$ cat config.mk
export PLATFORM = sky130hd
export DESIGN_NAME = thick_line_span_rasterizer_unit
export DESIGN_NICKNAME = d
export VERILOG_FILES = /design/src/rtl/tlsr_pkg.sv /design/src/rtl/thick_line_span_rasterizer_unit.sv
export VERILOG_INCLUDE_DIRS = /design/src /design/src/rtl
export SDC_FILE = /design/constraint.sdc
export NUM_CORES = 1
export LEC_CHECK = 0
export BUFFER_PORTS_ARGS = -buffer_cell sky130_fd_sc_hd__buf_2
export CAP_MARGIN = 20
export CORE_ASPECT_RATIO = 0.8
export CORE_MARGIN = 2
export CORE_UTILIZATION = 55
export CTS_BUF_LIST = sky130_fd_sc_hd__clkbuf_8 sky130_fd_sc_hd__clkbuf_16
export CTS_CLUSTER_DIAMETER = 60
export DETAILED_ROUTE_END_ITERATION = 8
export PLACE_DENSITY = 0.76
export SYNTH_ARGS = -nofsm -noshare
export SYNTH_HDL_FRONTEND = slang
export SYNTH_SLANG_ARGS = --single-unit
$ cat constraint.sdc
create_clock -name clock -period 16.8 [get_ports clock]
set_input_delay 2.52 -clock clock [delete_from_list [all_inputs] [get_ports clock]]
set_output_delay 2.52 -clock clock [all_outputs]
set_load 0.01 [all_outputs]
$ cat src/rtl/thick_line_span_rasterizer_unit_assert.svh
// Assertion macros shared by the thick line span rasterizer RTL.
`ifndef THICK_LINE_SPAN_RASTERIZER_UNIT_ASSERT_SVH
`define THICK_LINE_SPAN_RASTERIZER_UNIT_ASSERT_SVH
`ifndef NO_ASSERTIONS
// Same-cycle implication, disabled during reset.
`define TLSR_ASSERT_IMP(label, clk, rst, ante, cons) \
   label: assert property (@(posedge clk) disable iff (rst) (ante) |-> (cons)) \
      else $error("tlsr: same-cycle check failed");
// Next-cycle implication, disabled during reset.
`define TLSR_ASSERT_NXT(label, clk, rst, ante, cons) \
   label: assert property (@(posedge clk) disable iff (rst) (ante) |=> (cons)) \
      else $error("tlsr: next-cycle check failed");
`else
`define TLSR_ASSERT_IMP(label, clk, rst, ante, cons)
`define TLSR_ASSERT_NXT(label, clk, rst, ante, cons)
`endif
`endif

$ cat src/rtl/tlsr_pkg.sv
// Package with shared constants and types of the thick line span rasterizer.
`default_nettype none
package tlsr_pkg;

   // Coordinate width of every column and row field.
   localparam int COORD_BITS = 11;

   // Default visible screen width in pixels.
   localparam int SCREEN_WIDTH_DEF = 480;

   // Field widths of the transaction payloads.
   localparam int THICK_BITS = 8;
   localparam int HALF_BITS  = THICK_BITS - 1;
   localparam int DATA_BITS  = 32;

   // Bresenham decision and increment widths.
   localparam int DEC_BITS  = COORD_BITS + 3;
   localparam int INCS_BITS = COORD_BITS + 2;

   // Operation codes of an input transaction.
   typedef enum logic [0:0] {
      OP_START = 1'b0,
      OP_TICK  = 1'b1
   } op_type;

endpackage
`default_nettype wire

$ cat src/rtl/thick_line_span_rasterizer_unit.sv
// A transaction's span is formed in stage one, from the line state written when it is
// accepted, and is then held in the result register, which drives the rsp_ ports.
// Throughput: one transaction per cycle unless rsp_ready is held low; the Bresenham step
// and the span clip, address multiply and add each take one register stage, so neither
// limits the rate. A span that waits in the result register lets one more transaction
// into stage one; then req_ready stays low until the span is taken.
// Reset (synchronous, active high) ends any line in progress and empties both stages.
`default_nettype none
`include "thick_line_span_rasterizer_unit_assert.svh"
module thick_line_span_rasterizer_unit #(
   parameter int SCREEN_WIDTH = tlsr_pkg::SCREEN_WIDTH_DEF
) (
   input  logic                              clock,
   input  logic                              reset,
   input  logic                              req_valid,
   output logic                              req_ready,
   input  logic                              req_op,
   input  logic [tlsr_pkg::COORD_BITS-1:0]   req_start_col,
   input  logic [tlsr_pkg::COORD_BITS-1:0]   req_start_row,
   input  logic [tlsr_pkg::COORD_BITS-1:0]   req_end_col,
   input  logic [tlsr_pkg::COORD_BITS-1:0]   req_end_row,
   input  logic [tlsr_pkg::THICK_BITS-1:0]   req_thickness,
   input  logic [tlsr_pkg::DATA_BITS-1:0]    req_pen_color,
   input  logic [tlsr_pkg::DATA_BITS-1:0]    req_layer_base,
   output logic                              rsp_valid,
   input  logic                              rsp_ready,
   output logic                              rsp_span_valid,
   output logic [tlsr_pkg::COORD_BITS-1:0]   rsp_span_row,
   output logic [tlsr_pkg::COORD_BITS-1:0]   rsp_span_left,
   output logic [tlsr_pkg::COORD_BITS-1:0]   rsp_span_right,
   output logic [tlsr_pkg::DATA_BITS-1:0]    rsp_pixel_address,
   output logic [tlsr_pkg::DATA_BITS-1:0]    rsp_span_color,
   output logic                              rsp_last_span
);
   import tlsr_pkg::*;

   localparam int SW_BITS   = $clog2(SCREEN_WIDTH + 1);
   localparam int PROD_BITS = COORD_BITS + SW_BITS;
   localparam logic [SW_BITS-1:0]    SW_K      = SW_BITS'(SCREEN_WIDTH);
   localparam logic [COORD_BITS:0]   RIGHT_MAX = (COORD_BITS + 1)'(SCREEN_WIDTH - 1);

   // Line state, written when a transaction is accepted.
   logic                        active_ff, active_in;
   logic [COORD_BITS-1:0]       cur_col_ff, cur_col_in;
   logic [COORD_BITS-1:0]       cur_row_ff, cur_row_in;
   logic [COORD_BITS-1:0]       goal_col_ff, goal_col_in;
   logic [COORD_BITS-1:0]       goal_row_ff, goal_row_in;
   logic                        col_neg_ff, col_neg_in;
   logic                        row_neg_ff, row_neg_in;
   logic                        steep_ff, steep_in;
   logic signed [DEC_BITS-1:0]  decision_ff, decision_in;
   logic [INCS_BITS-1:0]        inc_straight_ff, inc_straight_in;
   logic signed [DEC_BITS-1:0]  inc_diag_ff, inc_diag_in;
   logic [HALF_BITS-1:0]        half_ff, half_in;
   logic [DATA_BITS-1:0]        color_ff, color_in;
   logic [DATA_BITS-1:0]        base_ff, base_in;

   // Stage one: a transaction whose span is still to be formed from the line state.
   logic s1_valid_ff, s1_valid_in;
   logic s1_zero_ff, s1_zero_in;
   logic s1_last_ff, s1_last_in;

   // Result register.
   logic                        rsp_valid_ff, rsp_valid_in;
   logic                        span_valid_ff, span_valid_in;
   logic [COORD_BITS-1:0]       row_ff, row_in;
   logic [COORD_BITS-1:0]       left_ff, left_in;
   logic [COORD_BITS-1:0]       right_ff, right_in;
   logic [DATA_BITS-1:0]        addr_ff, addr_in;
   logic [DATA_BITS-1:0]        span_color_ff, span_color_in;
   logic                        last_ff, last_in;

   logic req_accept;
   logic s1_move;

   // Start decode.
   logic                        start_col_neg, start_row_neg, start_steep;
   logic [COORD_BITS-1:0]       dx, dy, major, minor;
   logic signed [DEC_BITS-1:0]  major_s, minor2_s;

   // Tick step.
   logic                        take_diag;
   logic [COORD_BITS-1:0]       col_step, row_step;
   logic signed [DEC_BITS-1:0]  dec_add;

   // Span forming.
   logic [COORD_BITS-1:0]       half_ext;
   logic [COORD_BITS-1:0]       span_left;
   logic [COORD_BITS:0]         right_sum;
   logic [COORD_BITS-1:0]       span_right;
   logic [PROD_BITS-1:0]        row_offset;
   logic [DATA_BITS-1:0]        pixel_index;

   // Handshake: stage one drains into the result register whenever it is free.
   assign s1_move    = s1_valid_ff && (!rsp_valid_ff || rsp_ready);
   assign req_ready  = !s1_valid_ff || s1_move;
   assign req_accept = req_valid && req_ready;

   // Endpoint decode for a start transaction.
   always_comb begin
      start_col_neg = !(req_start_col < req_end_col);
      start_row_neg = !(req_start_row < req_end_row);
      dx = start_col_neg ? req_start_col - req_end_col : req_end_col - req_start_col;
      dy = start_row_neg ? req_start_row - req_end_row : req_end_row - req_start_row;
      start_steep = !(dx > dy);
      major    = start_steep ? dy : dx;
      minor    = start_steep ? dx : dy;
      major_s  = signed'(DEC_BITS'(major));
      minor2_s = signed'(DEC_BITS'({minor, 1'b0}));
   end

   // One Bresenham step of the active line.
   always_comb begin
      take_diag = steep_ff ? (decision_ff >= 0) : (decision_ff > 0);
      col_step  = col_neg_ff ? cur_col_ff - 1'b1 : cur_col_ff + 1'b1;
      row_step  = row_neg_ff ? cur_row_ff - 1'b1 : cur_row_ff + 1'b1;
      dec_add   = take_diag ? inc_diag_ff : signed'(DEC_BITS'(inc_straight_ff));
   end

   // Next line state and stage-one flags.
   always_comb begin
      cur_col_in      = cur_col_ff;
      cur_row_in      = cur_row_ff;
      goal_col_in     = goal_col_ff;
      goal_row_in     = goal_row_ff;
      col_neg_in      = col_neg_ff;
      row_neg_in      = row_neg_ff;
      steep_in        = steep_ff;
      decision_in     = decision_ff;
      inc_straight_in = inc_straight_ff;
      inc_diag_in     = inc_diag_ff;
      half_in         = half_ff;
      color_in        = color_ff;
      base_in         = base_ff;
      s1_zero_in      = 1'b0;
      if (req_op == OP_START) begin
         cur_col_in      = req_start_col;
         cur_row_in      = req_start_row;
         goal_col_in     = req_end_col;
         goal_row_in     = req_end_row;
         col_neg_in      = start_col_neg;
         row_neg_in      = start_row_neg;
         steep_in        = start_steep;
         inc_straight_in = INCS_BITS'({minor, 1'b0});
         inc_diag_in     = minor2_s - signed'(DEC_BITS'({major, 1'b0}));
         decision_in     = minor2_s - major_s;
         half_in         = req_thickness[THICK_BITS-1:1];
         color_in        = req_pen_color;
         base_in         = req_layer_base;
      end else if (active_ff) begin
         decision_in = decision_ff + dec_add;
         if (steep_ff) begin
            cur_row_in = row_step;
            if (take_diag) begin
               cur_col_in = col_step;
            end
         end else begin
            cur_col_in = col_step;
            if (take_diag) begin
               cur_row_in = row_step;
            end
         end
      end else begin
         s1_zero_in = 1'b1;
      end
      if (req_op == OP_START || active_ff) begin
         active_in = steep_in ? (cur_row_in != goal_row_in) : (cur_col_in != goal_col_in);
      end else begin
         active_in = 1'b0;
      end
      s1_last_in = !active_in;
   end

   // Line state registers.
   always_ff @(posedge clock) begin
      if (reset) begin
         active_ff <= 1'b0;
      end else if (req_accept) begin
         active_ff <= active_in;
      end
   end

   always_ff @(posedge clock) begin
      if (req_accept) begin
         cur_col_ff      <= cur_col_in;
         cur_row_ff      <= cur_row_in;
         goal_col_ff     <= goal_col_in;
         goal_row_ff     <= goal_row_in;
         col_neg_ff      <= col_neg_in;
         row_neg_ff      <= row_neg_in;
         steep_ff        <= steep_in;
         decision_ff     <= decision_in;
         inc_straight_ff <= inc_straight_in;
         inc_diag_ff     <= inc_diag_in;
         half_ff         <= half_in;
         color_ff        <= color_in;
         base_ff         <= base_in;
         s1_zero_ff      <= s1_zero_in;
         s1_last_ff      <= s1_last_in;
      end
   end

   // Stage-one occupancy.
   always_comb begin
      s1_valid_in = s1_valid_ff;
      if (req_accept) begin
         s1_valid_in = 1'b1;
      end else if (s1_move) begin
         s1_valid_in = 1'b0;
      end
   end

   always_ff @(posedge clock) begin
      if (reset) begin
         s1_valid_ff <= 1'b0;
      end else begin
         s1_valid_ff <= s1_valid_in;
      end
   end

   // Span clip and pixel address from the current point.
   always_comb begin
      half_ext    = COORD_BITS'(half_ff);
      span_left   = (cur_col_ff > half_ext) ? cur_col_ff - half_ext : '0;
      right_sum   = {1'b0, cur_col_ff} + {1'b0, half_ext};
      span_right  = (right_sum > RIGHT_MAX) ? RIGHT_MAX[COORD_BITS-1:0]
                                            : right_sum[COORD_BITS-1:0];
      row_offset  = PROD_BITS'(cur_row_ff) * PROD_BITS'(SW_K);
      pixel_index = DATA_BITS'(row_offset) + DATA_BITS'(span_left);
   end

   // Next result register contents.
   always_comb begin
      rsp_valid_in  = rsp_valid_ff;
      span_valid_in = span_valid_ff;
      row_in        = row_ff;
      left_in       = left_ff;
      right_in      = right_ff;
      addr_in       = addr_ff;
      span_color_in = span_color_ff;
      last_in       = last_ff;
      if (s1_move) begin
         rsp_valid_in = 1'b1;
         if (s1_zero_ff) begin
            span_valid_in = 1'b0;
            row_in        = '0;
            left_in       = '0;
            right_in      = '0;
            addr_in       = '0;
            span_color_in = '0;
            last_in       = 1'b0;
         end else begin
            span_valid_in = (span_left <= span_right);
            row_in        = cur_row_ff;
            left_in       = span_left;
            right_in      = span_right;
            addr_in       = base_ff + {pixel_index[DATA_BITS-3:0], 2'b00};
            span_color_in = color_ff;
            last_in       = s1_last_ff;
         end
      end else if (rsp_ready) begin
         rsp_valid_in = 1'b0;
      end
   end

   // Result register.
   always_ff @(posedge clock) begin
      if (reset) begin
         rsp_valid_ff <= 1'b0;
      end else begin
         rsp_valid_ff <= rsp_valid_in;
      end
   end

   always_ff @(posedge clock) begin
      span_valid_ff <= span_valid_in;
      row_ff        <= row_in;
      left_ff       <= left_in;
      right_ff      <= right_in;
      addr_ff       <= addr_in;
      span_color_ff <= span_color_in;
      last_ff       <= last_in;
   end

   assign rsp_valid         = rsp_valid_ff;
   assign rsp_span_valid    = span_valid_ff;
   assign rsp_span_row      = row_ff;
   assign rsp_span_left     = left_ff;
   assign rsp_span_right    = right_ff;
   assign rsp_pixel_address = addr_ff;
   assign rsp_span_color    = span_color_ff;
   assign rsp_last_span     = last_ff;

   // A line only ends through an accepted transaction.
   `TLSR_ASSERT_IMP(a_end_by_txn, clock, reset, $fell(active_ff) && !$past(reset), $past(req_accept))
   // A tick with no line in progress yields an empty result.
   `TLSR_ASSERT_NXT(a_idle_tick, clock, reset, req_accept && req_op == OP_TICK && !active_ff, s1_valid_ff && s1_zero_ff)
   // The pending last flag matches the line state it was formed with.
   `TLSR_ASSERT_IMP(a_last_vs_active, clock, reset, s1_valid_ff && !s1_zero_ff, active_ff == !s1_last_ff)
   // An empty result never stands while a line is in progress.
   `TLSR_ASSERT_IMP(a_zero_idle, clock, reset, s1_valid_ff && s1_zero_ff, !active_ff)

endmodule
`default_nettype wire
# Word level (Yosys, flattened, before mapping)
# Index checks and enable logic that the tools add are counted.
totals:
  reg_bits: 261
  in_bits: 121
  output_inout_bits: 101
classes:
  addsub: 15
  mul: 1
  n_lt_le_gt_ge: 8
  n_eq_ne: 3
  mux: 30
  bitwise: 1
  n_reduce_logical: 15
ops:
  columns: ["cell", "count"]
  rows:
  - ["11-bit 2-to-1 mux", 18]
  - ["11-bit subtractor", 4]
  - ["14-bit 2-to-1 mux", 3]
  - ["32-bit by 23-bit adder with 32-bit output", 1]
  - ["11-bit by 1-bit adder with 11-bit output, second input constant", 2]
  - ["11-bit < comparator", 2]
  - ["11-bit inequality test", 2]
  - ["11-bit by 1-bit subtractor with 11-bit output, second input constant", 2]
  - ["20-bit by 11-bit adder with 21-bit output", 1]
  - ["11-bit by 4-bit multiplier with 15-bit output, second input constant", 1]
  - ["14-bit adder", 1]
  - ["14-bit by 1-bit greater-or-equal comparator with 1-bit output, second input constant", 1]
  - ["14-bit by 1-bit greater-than comparator with 1-bit output, second input constant", 1]
  - ["12-bit by 11-bit subtractor with 13-bit output", 1]
  - ["12-bit by 12-bit subtractor with 13-bit output", 1]
  - ["11-bit by 7-bit adder with 12-bit output", 1]
  - ["12-bit by 9-bit greater-than comparator with 1-bit output, second input constant", 1]
  - ["11-bit greater-than comparator", 1]
  - ["11-bit by 7-bit greater-than comparator with 1-bit output", 1]
  - ["11-bit <= comparator", 1]
  - ["11-bit by 7-bit subtractor with 11-bit output", 1]
  - ["1-bit 2-to-1 mux", 9]
  - ["1-bit logical NOT", 6]
  - ["2-bit AND reduction", 2]
  - ["other kinds (5)", 9]

# Logic depth before layout (Yosys ltp)
logic_depth:
  ltp_word: 10
  mapped_depth: 35

# Worst setup path after synthesis
# OpenSTA, ideal clock, no wires.
synth_timing:
  path_kind: "input -> register"
  from: "in req_start_row[1] (netlist name)"
  to: "reg decision_ff[10] (data pin)"
  setup_ns: 0.260
  t_arrival_ns: 8.652
  required_time_ns: 16.540
  path_slack_ns: 7.888
  path_stages: 32
  n_path_buf: 2
  path_cell_list: "inv_1 -> ha_1 -> nor2b_1 -> o31a_4 -> o21a_4 -> o31ai_4 -> nand2_2 -> mux2_1 -> a221oi_1 -> and3_1 -> inv_2 -> ha_1 -> nand4_1 -> nor2_1 -> o21a_1 -> o31ai_2 -> clkbuf_1 -> clkbuf_1 -> nand2_1 -> and2_1 -> fa_1 -> nor2b_1 -> o21ai_0 -> a21oi_1 -> o21ai_0 -> a21boi_0 -> o21ai_0 -> a21boi_0 -> o21a_1 -> nor2_1 -> xnor2_1 -> mux2_2"
synth_between:
  elab_chain_len: 6
synth_lines:
  columns: ["element", "line_no", "rtl"]
  rows:
  - ["start: declaration", "thick_line_span_rasterizer_unit.sv:19", "input logic [tlsr_pkg::COORD_BITS-1:0] req_start_row,"]
  - ["11-bit subtractor or 11-bit < comparator (tied branches)", "thick_line_span_rasterizer_unit.sv:104, thick_line_span_rasterizer_unit.sv:102", null]
  - ["11-bit 2-to-1 mux (*)", "thick_line_span_rasterizer_unit.sv:104", "dy = start_row_neg ? req_start_row - req_end_row : req_end_row - req_start_row;"]
  - ["11-bit greater-than comparator", "thick_line_span_rasterizer_unit.sv:105", "start_steep = !(dx > dy);"]
  - ["11-bit 2-to-1 mux (on tied branches)", "thick_line_span_rasterizer_unit.sv:107, thick_line_span_rasterizer_unit.sv:106", null]
  - ["12-bit by 11-bit subtractor with 13-bit output (*)", "thick_line_span_rasterizer_unit.sv:146", "decision_in = minor2_s - major_s;"]
  - ["14-bit 2-to-1 mux (*)", "thick_line_span_rasterizer_unit.sv:136", "if (req_op == OP_START) begin"]
  - ["named net decision_in[10]", "thick_line_span_rasterizer_unit.sv:51", "logic signed [DEC_BITS-1:0] decision_ff, decision_in;"]
  - ["end signal: assignment", "thick_line_span_rasterizer_unit.sv:192", "decision_ff <= decision_in;"]
  - ["end: declaration", "thick_line_span_rasterizer_unit.sv:51", null]
# Mark *: on every way through the listed nets, which the timed path passes. The rest lies on a longest branch.
# A chain may end at the register's enable or synchronous reset.

# Worst setup path in the final report
# Same ends and word-level chain as after synthesis.

==> results.md <==
- Once the clock tree was built, the resizer swapped 0 gates to a different size.
- After detailed routing, the average wire length per cell comes to 17.88 um.
- The worst register-to-register path ends at rsp_pixel_address[26].
- By startpoint and endpoint, the worst setup path is classified as in2reg.
- The core area is 0.03348 mm2.
- The number of hold buffers added after CTS was 0.
- The endpoint of the worst hold path is rsp_valid.
- The type of element launching the critical path is an input pin.
- In this run, synthesis produced a sequential element count of 259.
- The slack of the worst reg-to-reg path is 9.82 ns.
- The highest net fanout along the worst path is 28.
- For the pin with the worst max-slew slack, the measured transition is 1.032 ns.
- For this run, the slowest stage of the critical path takes a little under 0.9 ns.
- For the final database, setup skew stands at between 0.02 and 0.025 ns.
- The total vias in the final route is ~15000.
- The largest vdd supply drop is 0.1438 mV.
- The DRC violation count after routing is 0.
- The number of warnings reported in the yosys synthesis log is 0.
- Of all flip-flops after synthesis, the portion carrying an async set or reset was 0.
- The max-slew violation count is 0.
- Power spread over the standard cell area amounts to about 160 mW/mm2.
- The synthesized area per cell is 10.12 um2.
- The worst-case headroom to the max-slew limit is 0.3117.
- Counting stages on the worst path, the most repeated cell is o21ai_0.
- The total negative slack is 0 ns.
- The slowest stage of the critical path belongs to the cell o31a_1.
- The final count of negative-setup-slack endpoints is 0.
- The count of nets left with antenna violations once routing finished came out at 0.
- The tool flagged a number of max-cap violations equal to 0.
- The worst min-delay path category is reg2reg.
- The area of the die is approximately 0.035 mm2.
- The count of buffers added on input and output ports is 220.
- From synthesis to final layout, the design area changed by 13.26%.
- The die span in y is 168.6 um.
- The maximum clock insertion buffer count is 3.
- Setup repair after global routing left no endpoint under its margin.
- Counting the buffers created by CTS gives 28.
- The hold violation total from the final report is 0.
- At the worst endpoint, the required time is 17.13 ns.
- After global routing, the most crowded layer is met2.
- The number of placement rows is 60.
- In this run the horizontal extent of the chip is 209.8 um.
- Tracing the worst setup path back leads to its startpoint at req_start_row[1].
- The achievable frequency is 102.8 MHz.
- The flow ran to the end, and the final reports show no timing, DRC or antenna violations.
- The master cell of the clock root buffer is clkbuf_16.
- The clock net in this run drives a total of roughly 260 sinks.
- In this run the critical register-to-register path is launched from cur_col_ff[1].
- The number of buffers inserted to repair setup after CTS is 0.
- For this run, global-route usage on met3 was measured as 0.03340.
- The share of the Yosys chip area taken by registers is 0.4158.
- The per-cell via count in the routed design is 5.793.
- The first global-routing pass estimated 71.88 mm of wire.
- After detailed routing, the total wire length is 44.85 mm.
- The sum of overflow across all layers after global routing is 0.
- For this run, the total global-route usage over all layers was measured as 0.2507.
- Clock-pin slew was measured on the worst setup and hold paths at 0.06 ns.
- For this run, the post-layout net count is 2366.
- Once layout is complete, the cells apart from fillers number 2508.
- Dividing the final minimum period by the clock period gives 0.5788.
- The number of top-level design ports is ~220.
- The number of enable flip-flop cells after synthesis is between 200 and 300.
- The initial cell density of the core is 0.5564.
- The via count of the first global-routing pass is 14020.
- The worst hold margin is approximately 0.53 ns.
- The worst hold path was traced through 2 stages.
- The final period demand of the worst path is 9.723 ns.
- For this design the static power due to leakage is 8.962 nW.
- The congestion estimate from routability-driven global placement came to 0.8992.
- The number of instances in the placed design is 2454.
- In the global route stage, met2 resource usage came out at 0.4130.
- At the end of the flow the core is filled with cells to 0.6302.
- The critical path capture point type is a register.
- Entering global routing, the biggest net connects 98 pins.
- The maximum level of the CTS H-tree is 1.
- The global routing met1 resource utilization is 0.3557.
- The commonest register cell after synthesis is edfxtp_1.
- The number of different library cells used by synthesis comes to 100.
- The synthesized area is 0.01863 mm2.
- The layout cell share with drive strength beyond 1 is 0.1660.
- The initial antenna violation count came to 2.
- The first detailed-routing pass ran for 5 iterations.
- The post-DP HPWL is 34.00 mm.
- The synthesized instance count is approximately 1800.
- TritonCTS built the clock tree.
- The clock latency reported for the late side of the worst-skew pair is a little under 0.6 ns.
- The number of cell instances on the worst register-to-register path is 24.
- The violation count after the first detailed-routing iteration is 1112.
- The worst hold path begins at s1_valid_ff.
- Data arrives at the worst endpoint at 10.06 ns.
==> report_power, final <==
group / switching (W) / internal [W]
combinational: 0.00107 / 0.000800
sequential: 0.0000398 / 0.000856
clock: 0.000263 / 0.000367
total: 0.00138 / 0.00202
==> final cells by class <==
type | count | area (um2)
fillers | 2714 | 12380
multi-input cells | 1377 | 10080
flip-flops and latches | 259 | 7747
repair buffers | 232 | 1207
clock buffers | 28 | 700.7
inverters | 152 | 573.1
well taps | 434 | 543.0
clock inverters | 24 | 244.0
diodes | 2 | 5.005
==> registers in the layout (all words and copies together) (netlist names), 12 cells and up <==
signal             cells
base_ff               32
color_ff              32
rsp_pixel_address     32
rsp_span_color        32
decision_ff           14
inc_diag_ff           12
==> metrics by stage <==
step	cell area [um2]	power, W	worst slack [ns]
after CTS	21100	0.003398	7.254
after detailed placement	20150	0.002750	6.684
final	21100	0.003398	7.077
after floorplan	18640	0.002365	7.888
after global routing	21100	0.003669	6.442
after global placement	20120	0.002697	6.777
==> routing by layer <==
metal	routed length [um]	up-vias	share of wire
li1	-	7068	-
met1	20740	6969	0.46
met2	20630	436	0.46
met3	2674	56	0.060
met4	802	0	0.018
met5	0	-	0
==> kinds of logic (layout without fill, tap and decap cells) <==
family                   count (synthesis)  after routing  synth area share
AND/OR/NAND/NOR                        569            569            0.1521
AO/OA/AOI/OAI                          444            444            0.1619
flip-flops                             259            259            0.4158
buffers and inverters                  207            436           0.04473
adder cells (fa/ha/maj)                196            196            0.1436
XOR/XNOR                               129            129           0.06105
multiplexers                            35             35           0.02035
other                                    2              6         0.0004031
==> cells in the mapped netlist (16+ instances only) <==
library cell / instances / area (um2)
or3_1: 19 / 118.9
nor2b_1: 67 / 419.2
nor3_1: 52 / 260.3
nor2_1: 157 / 589.3
and3_1: 16 / 100.1
o21ai_0: 98 / 490.5
nand2_1: 119 / 446.7
clkbuf_1: 40 / 150.1
nand3_1: 36 / 180.2
xor2_1: 54 / 473.0
ha_1: 165 / 2064
inv_1: 150 / 563.0
o21a_1: 28 / 210.2
mux2_2: 17 / 191.4
a21oi_1: 129 / 645.6
fa_1: 30 / 600.6
a21o_1: 34 / 255.2
xnor2_1: 74 / 648.1
o21bai_1: 19 / 142.6
nand2b_1: 19 / 118.9
edfxtp_1: 256 / 7687
==> how the worst max path moves through the flow <==
stage / end / slack, ns / cells after the start
3_5_place_dp: decision_ff[10] / 6.68 / 30
3_3_place_gp: decision_ff[10] / 6.78 / 30
5_1_grt: decision_ff[10] / 6.44 / 30
2_1_floorplan: decision_ff[10] / 7.89 / 32
6_report: decision_ff[10] / 7.08 / 30
4_1_cts: decision_ff[10] / 7.25 / 30
==> worst max-delay path: cells and delay by family <==
| kind | cells | cell delay [ns] |
|---|---|---|
| fa+ha+maj | 3 | 1.01 |
| compound gates | 14 | 4.11 |
| mux | 2 | 0.63 |
| xor+xnor | 1 | 0.08 |
| buf+inv | 3 | 0.33 |
| simple gates | 7 | 1.38 |
==> cells in the final DEF, fill, tap and decap left out, drive strengths merged, types with 30 or more instances in the layout <==
master,count
a21o,35
a21oi,130
buf,232
edfxtp,256
fa,30
ha,165
inv,155
nand2,122
nand3,36
nor2,159
nor2b,67
nor3,53
o21a,30
o21ai,103
xnor2,75
xor2,54
(Power assumes the default switching activity.)
